===== src/fprb_pkg.sv =====
package fprb_pkg;

   // operation codes carried in req_tuser
   localparam logic [2:0] OP_START = 3'd0;
   localparam logic [2:0] OP_DATA  = 3'd1;
   localparam logic [2:0] OP_END   = 3'd2;
   localparam logic [2:0] OP_READ  = 3'd3;
   localparam logic [2:0] OP_SKIP  = 3'd4;

   localparam int OP_W         = 3;
   localparam int BYTE_W       = 8;
   localparam int FREE_W       = 10;
   localparam int HEADER_BYTES = 4;
   localparam int HEADER_BITS  = HEADER_BYTES * BYTE_W;
   localparam int HIDX_W       = $clog2(HEADER_BYTES);
   localparam int REQ_DATA_W   = 8;
   localparam int RSP_DATA_W   = 24;

   // classified command handed from front to back
   typedef enum logic [2:0] {
      CMD_NOP   = 3'd0,
      CMD_START = 3'd1,
      CMD_DATA  = 3'd2,
      CMD_END   = 3'd3,
      CMD_READ  = 3'd4,
      CMD_SKIP  = 3'd5
   } cmd_kind_type;

   typedef struct packed {
      cmd_kind_type        kind;
      logic [BYTE_W-1:0]   data;
   } cmd_type;

endpackage


===== src/fprb_front.sv =====
module fprb_front (
   input  logic                               clock,
   input  logic                               reset,
   input  logic                               req_tvalid,
   output logic                               req_tready,
   input  logic [fprb_pkg::REQ_DATA_W-1:0]    req_tdata,   // [7:0] data_byte
   input  logic [fprb_pkg::OP_W-1:0]          req_tuser,   // [2:0] operation
   output logic                               cmd_valid,
   input  logic                               cmd_ready,
   output fprb_pkg::cmd_type                  cmd
);

   localparam int QDEPTH = 2;
   localparam int QCNT_W = $clog2(QDEPTH + 1);

   fprb_pkg::cmd_type q_ff [QDEPTH];
   logic              wr_ff, wr_in;
   logic              rd_ff, rd_in;
   logic [QCNT_W-1:0] cnt_ff, cnt_in;
   fprb_pkg::cmd_type dec;
   logic              push, pop;

   // classify the operation code
   always_comb begin
      dec.data = req_tdata[fprb_pkg::BYTE_W-1:0];
      unique case (req_tuser)
         fprb_pkg::OP_START: dec.kind = fprb_pkg::CMD_START;
         fprb_pkg::OP_DATA:  dec.kind = fprb_pkg::CMD_DATA;
         fprb_pkg::OP_END:   dec.kind = fprb_pkg::CMD_END;
         fprb_pkg::OP_READ:  dec.kind = fprb_pkg::CMD_READ;
         fprb_pkg::OP_SKIP:  dec.kind = fprb_pkg::CMD_SKIP;
         default:            dec.kind = fprb_pkg::CMD_NOP;
      endcase
   end

   // two-entry command queue
   assign req_tready = (cnt_ff != QCNT_W'(QDEPTH));
   assign cmd_valid  = (cnt_ff != '0);
   assign cmd        = q_ff[rd_ff];
   assign push       = req_tvalid & req_tready;
   assign pop        = cmd_valid & cmd_ready;

   always_comb begin
      wr_in  = push ? ~wr_ff : wr_ff;
      rd_in  = pop ? ~rd_ff : rd_ff;
      cnt_in = cnt_ff;
      if (push && !pop) begin
         cnt_in = cnt_ff + 1'b1;
      end else if (pop && !push) begin
         cnt_in = cnt_ff - 1'b1;
      end
   end

   always_ff @(posedge clock) begin
      if (reset) begin
         wr_ff  <= 1'b0;
         rd_ff  <= 1'b0;
         cnt_ff <= '0;
      end else begin
         wr_ff  <= wr_in;
         rd_ff  <= rd_in;
         cnt_ff <= cnt_in;
      end
   end

   always_ff @(posedge clock) begin
      if (push) begin
         q_ff[wr_ff] <= dec;
      end
   end

endmodule


===== config.mk =====
export PLATFORM = sky130hd
export DESIGN_NAME = fprb_front
export DESIGN_NICKNAME = d
export VERILOG_FILES = /design/src/fprb_pkg.sv /design/src/fprb_front.sv
export SDC_FILE = /design/constraint.sdc
export NUM_CORES = 1
export LEC_CHECK = 0
export ABC_CLOCK_PERIOD_IN_PS = 1700
export BUFFER_PORTS_ARGS = -buffer_cell sky130_fd_sc_hd__buf_4
export CORE_UTILIZATION = 50
export DETAILED_ROUTE_END_ITERATION = 10
export PLACE_DENSITY = 0.76
export SETUP_SLACK_MARGIN = 0.1
export SLEW_MARGIN = 20
export SYNTH_ARGS = -nofsm -noshare
export SYNTH_HDL_FRONTEND = slang
export SYNTH_SLANG_ARGS = --single-unit
export TNS_END_PERCENT = 50

===== constraint.sdc =====
create_clock -name clock -period 1.7 [get_ports clock]
set_input_delay 0.085 -clock clock [delete_from_list [all_inputs] [get_ports clock]]
set_output_delay 0.085 -clock clock [all_outputs]
set_load 0.1 [all_outputs]

==> metrics.yaml, run 1 <==
die:
  dieHeight_um: 47.74
  placeableCoreArea_um2: 1962
  die_width_um: 47.74
  floorplan.initialDensity_pct: 53.32
  io_pins: 28
  dieArea_um2: 2279
  num_rows: 16
layout:
  area_growth_pct: 36.96
  num-nets-final: 123
  layout-drive-gt1-share_pct: 46.23
  antenna-diode-count: 0
cts:
  cts.reportedPaths.clkPinSlew_ps: 130
  postCtsSetupBuffers: 0
  htree_levels: 1
  clock_buffer_depth: 2
  cts_made_buffers: 3
  worst_skew_pair.late_latency_ps: 310
  cts_num_sinks: 27
  cts_tree: "built"
  cts.root.buffer_cell: "clkbuf_4"
setup_path:
  worst_setup_path_end_kind: "primary output"
  worstPathMaxFanout: 6
  cp.required_ps: 1620
  criticalPathCategory: "flop to primary output"
  crit_arrival_ps: 1410
  regToRegSetupSlack_ps: 220
  crit_start_category: "flop"
sta:
  final_hold_viol_count: 0
  timing.final.crit_period_ps: 1494
  drv_slew: 0
  setup_tns_ps: 0
  timing.final.setup_violations: 0
  worst-slew-pin-transition_ps: 533.4
  slew-limit-headroom_pct: 64.44
  rsz0062_at_grt: "false"
  max_freq_ghz: 0.6693
  final.setup_skew_ps: 6.936
  layout_worst_path_cycle_share_pct: 87.89
pwr:
  design_power_total_mw: 2.569
  power_per_cell_area_nw_per_um2: 1793
  leakage_nw: 0.5618
  irDropWorstVdd_v: 0.001263
detailed_routing:
  detailroute.via_count: 650
  wl_per_cell_um: 13.02
  drt_wl_total_um: 1731
  firstDrtPassIters: 3
  drt_iter0_drc: 8
  post_drt_via_cell_ratio: 4.887
  drc_errors: 0
  drtAntennaViolNets: 0
global_route:
  grt_use_total_pct: 16.77
  sum_of_overflow_across_all_layers_after_global_routing: 0
  first_pass_grt_wire_length_um: 2553
  grt_antenna_before_repair: 0
  grt_max_degree: 15
  grt_pass1_vias: 588
synthesis:
  warnings_from_yosys: 0
  syn_inst: 65
  netlist.top_cell.by_area: "edfxtp_1"
  netlist-cell-type-count: 19
  postSynthNetCount: 81
  synth_edf_count: 22
  sequential_area_share_after_synthesis_pct: 72.73
  synth_seq_cells: 27
  most_used_standard_cells_in_the_synthesized_netlist: "22 x edfxtp_1, 11 x mux2_2, 5 x dfxtp_1, 5 x nor2_1"
  synthesis.area_um2: 1046
  ys.flop_type: "edfxtp_1"
  synth.avg_cell_area_um2: 16.09
  synth.area.top_cells: "edfxtp_1 63%, mux2_2 12%, dfxtp_1 9.6%"
  yosysMostFrequentCell: "edfxtp_1"
  synth.top_cell.area_share_pct: 63.16
  asyncSetResetFlopFracSynth_pct: 0
placed_design:
  gp_routability_congestion: 0.7833
  io_buffer_count: 27
  dp.final_hpwl_um: 1185
flow_run:
  cap_viol_max_count: 0
hold_path:
  worstHoldPathType: "input pin to flop"
status:
  outcome: "completed"
[worst max-delay path: stages (launching register included)]
cell and delay (ps):
dfxtp_1 360, buf_4 160, mux2_2 340, buf_4 230
[stage by stage]
stage	hold slack, ps	cells	setup slack (ps)	area (um^2)	util (%)
CTS	52.52	133	184.8	1433	73.02
detailed placement	272.9	120	88.13	1316	67.09
global route	57.32	133	135.4	1433	73.02
floorplan	150.0	65	102.2	1070	-
global placement	269.5	120	203.5	1316	67.09
finish	60.25	133	205.8	1433	73.02
[flip-flops by register name, indices dropped and copies added (netlist names), named ones only]
signal and cells:
cnt_ff 2, q_ff 22, rd_ff 1, wr_ff 1
[power by group]
| part | switching, mW | internal, mW |
|---|---|---|
| clock | 0.169 | 0.0917 |
| combinational | 1.03 | 0.386 |
| sequential | 0.0518 | 0.840 |
| total | 1.25 | 1.32 |
[placed cells by master (no fill, tap or decap), types with 2 or more instances in the layout]
cell	synthesis	final
edfxtp_1	22	22
nand2_1	2	2
clkbuf_4	0	3
xor2_1	3	3
nor2_1	5	5
o21ai_0	3	2
dlygate4sd3_1	0	9
a21oi_1	3	3
mux2_2	11	11
dfxtp_1	5	4
buf_4	0	29
[path summary, 6_finish.rpt]
kind | start | endpoint | cells past startpoint
setup / recovery | flop | cmd[10] | 3
hold / removal | req_tvalid | wr_ff | 3
setup reg to reg | cnt_ff[1] | cnt_ff[1] | 4
hold reg to reg | rd_ff | flop | 2
[layer usage]
metal	global-route usage, %	routed length, um	part of all wire [%]	vias up
li1	-	-	-	325
met1	19.85	709	41	303
met2	29.73	924	53	18
met3	3.396	73	4.2	4
met4	6.667	25	1.4	0
met5	0	0	0	-
[logic make-up (layout without fill, tap and decap cells)]
logic type	count (synthesis)	in the layout	share of synthesized area, %
fa+ha+maj	1	1	1.196
xor+xnor	4	4	3.350
compound gates	7	7	3.827
flops	27	27	72.73
mux	11	11	11.84
buf+inv	2	43	0.8365
simple gates	13	13	6.223
[layout make-up]
class	instances	area [um^2]
Fill cell	143	529.3
Timing Repair Buffer	38	307.8
Clock buffer	4	26.28
Tap cell	27	33.78
Multi-Input combinational cell	36	299.0
Inverter	1	3.754
Sequential cell	27	762.0
[repair_timing]
action,4_1_cts,5_1_grt
gates resized for setup,1,0
hold endpoints to repair,21,0
hold buffers,9,0
endpoints found under the setup margin,1,0
(Power assumes the default switching activity.)
==> run 2: changes to the inputs <==
--- a/config.mk
+++ b/config.mk
@@ -9,7 +9,7 @@
 export BUFFER_PORTS_ARGS = -buffer_cell sky130_fd_sc_hd__buf_4
 export CORE_UTILIZATION = 50
 export DETAILED_ROUTE_END_ITERATION = 10
-export PLACE_DENSITY = 0.76
+export PLACE_DENSITY = 0.86
 export SETUP_SLACK_MARGIN = 0.1
 export SLEW_MARGIN = 20
 export SYNTH_ARGS = -nofsm -noshare
==> metrics.yaml, run 2 (synthesized netlist as in run 1, its figures left out) <==
detailed_routing:
  firstDrtPassIters: 4  # +1
  dr_wl_met2_um: 1005  # +8.8%
  drt_iter0_drc: 10  # +2
  met3WireLength_um: 73  # unchanged
  wl_per_cell_um: 13.39  # +2.9%
  drt_wl_total_um: 1768  # +2.1%
  post_drt_via_cell_ratio: 4.932  # +0.91%
  drc_errors: 0  # unchanged
  drtAntennaViolNets: 0  # unchanged
  detailroute.via_count: 651  # +0.15%
  m1WireLength_um: 676  # -4.7%
  top_layer: "met4"
die:
  die_width_um: 47.74  # unchanged
  placeableCoreArea_um2: 1962  # unchanged
  dieHeight_um: 47.74  # unchanged
  dieArea_um2: 2279  # unchanged
  floorplan.initialDensity_pct: 53.32  # unchanged
  io_pins: 28  # unchanged
  num_rows: 16  # unchanged
layout:
  num-nets-final: 122  # -0.81%
  fillers: 135  # -5.6%
  layout.cell_area.non_filler_um2: 1429  # -0.26%
  layout-drive-gt1-share_pct: 48.57  # +2.3 points
  top_register: "q_ff"
  layout_commonest_cell: "buf_4"
  largest_reg_flops: 22  # unchanged
  final_core_utilization_pct: 72.83  # -0.19 points
  regArea_um2: 764.5  # +0.33%
  antenna-diode-count: 0  # unchanged
  top_regs: "q_ff x22, cnt_ff x2"
  area_growth_pct: 36.60
  finalNonFillerCells: 132  # -0.75%
  multi_input_comb_area_um2: 299.0  # unchanged
  layout_common_cells: "28 x buf_4, 22 x edfxtp_1, 11 x mux2_2, 9 x dlygate4sd3_1, 5 x nor2_1"
cts:
  clock_buffer_depth: 2  # unchanged
  worst_skew_pair.late_latency_ps: 320  # about the same
  cts.reportedPaths.clkPinSlew_ps: 140  # about the same
  cts_num_sinks: 27  # unchanged
  cts_tree: "built"
  htree_levels: 1  # unchanged
  cts_made_buffers: 3  # unchanged
  cts.root.buffer_cell: "clkbuf_4"
  postCtsSetupBuffers: 0  # unchanged
pwr:
  irDropWorstVdd_v: 0.001558  # +23%
  swShare_pct: 49.06  # +0.39 points
  power.switching_mw: 1.257  # +0.55%
  power.combinational.fraction_pct: 53.3  # -1.8 points
  clock_power_share_pct: 10.5  # +0.3 points
  power_per_cell_area_nw_per_um2: 1793  # about the same
  internal-power_mw: 1.305  # -1.0%
  design_power_total_mw: 2.562  # -0.25%
  sequentialPowerShare_pct: 36.2  # +1.5 points
  leakage_nw: 0.5591  # -0.49%
placed_design:
  preCtsSetupSlack_ps: 199.1  # +111.0 ps
  dpl_cell_area_um2: 1309  # -0.57%
  dp.final_hpwl_um: 1182  # -0.26%
  gp_routability_congestion: 0.6305  # -20%
  dp.cells: 119  # -0.83%
  io_buffer_count: 27  # unchanged
setup_path:
  cp.required_ps: 1620  # about the same
  criticalPathCategory: "flop to primary output"
  crit_arrival_ps: 1440  # +30 ps
  worst_setup_path_end_kind: "primary output"
  worst_reg2reg_path_endpoint: "cnt_ff[1]"
  start_of_the_worst_register_to_register_path: "cnt_ff[0]"
  endpoint: "cmd[5]"
  regToRegSetupSlack_ps: 210  # about the same
  crit_start_category: "flop"
  r2r.worst_path.cells: 6  # +2
  worstPathMaxFanout: 11  # +5
sta:
  max_freq_ghz: 0.6579  # -1.7%
  drv_slew: 0  # unchanged
  timing.final.crit_period_ps: 1520  # +25.83 ps
  setup_tns_ps: 0  # unchanged
  final_hold_viol_count: 0  # unchanged
  layout_worst_path_cycle_share_pct: 89.41  # +1.5 points
  slew-limit-headroom_pct: 67.53  # +3.1 points
  timing.final.setup_violations: 0  # unchanged
  timing.final.ws_setup_ps: 180.0  # -25.83 ps
  final.setup_skew_ps: 5.277  # -1.659 ps
  worst-slew-pin-transition_ps: 487.0  # -46.35 ps
  rsz0062_at_grt: "false"
  fin_worst_hold_slack_ps: 53.56  # -6.690 ps
flow_run:
  cap_viol_max_count: 0  # unchanged
global_route:
  grt_use_total_pct: 16.43  # -0.35 points
  grt_max_degree: 16  # +1
  grt_antenna_before_repair: 0  # unchanged
  grt_pass1_vias: 606  # +3.1%
  sum_of_overflow_across_all_layers_after_global_routing: 0  # unchanged
  first_pass_grt_wire_length_um: 2387  # -6.5%
hold_path:
  worstHoldPathType: "input pin to flop"
status:
  outcome: "completed"
## run 2: changes by cell type in the layout (fill, tap and decap cells not counted)
cell	previous run	this run
dfxtp_1	4	2
o21ai_1	1	0
dfxtp_2	1	3
o21ai_0	2	3
buf_4	29	28
clkbuf_1	1	0
clkinv_2	0	1
## run 2: critical path, cell delays in order (launching register included)
cell	delay, ps
dfxtp_2	500
mux2_2	380
buf_4	230
## run 2: per-layer routing
metal,global-route usage (%),up-vias
li1,-,319
met1,15.54,312
met2,31.08,18
met3,4.528,2
met4,9.444,0
met5,0,-
## run 2: how the worst min path moves through the flow
stage / from / end / slack, ps / cells after the start
floorplan: reset / cnt_ff[0] / 150 / 1
global placement: req_tdata[7] / q_ff[0][7] / 270 / 1
detailed placement: req_tdata[2] / q_ff[1][2] / 270 / 1
CTS: req_tvalid / wr_ff / 40 / 3
global route: req_tvalid / wr_ff / 40 / 3
finish: req_tvalid / wr_ff / 50 / 3
## run 2: power by group through the flow
stage	logic (mW)	clock network (mW)	registers, mW
2_1_floorplan	1.13	0	0.894
3_3_place_gp	1.33	0	0.931
3_5_place_dp	1.35	0	0.939
4_1_cts	1.37	0.272	0.926
5_1_grt	1.42	0.301	0.942
6_report	1.37	0.269	0.927
## run 2: cell type report
class                           instances  area share, %
Tap cell                               27          2.364
Multi-Input combinational cell         36          20.93
Timing Repair Buffer                   37          21.02
Inverter                                1         0.2627
Clock buffer                            3          1.576
Sequential cell                        27          53.50
Clock inverter                          1         0.3503
## run 2: what timing repair did
item | in CTS | in global routing
resized for setup | 1 | 1
hold endpoints to repair | 21 | 0
endpoints found under the setup margin | 11 | 1
hold buffers | 9 | 0
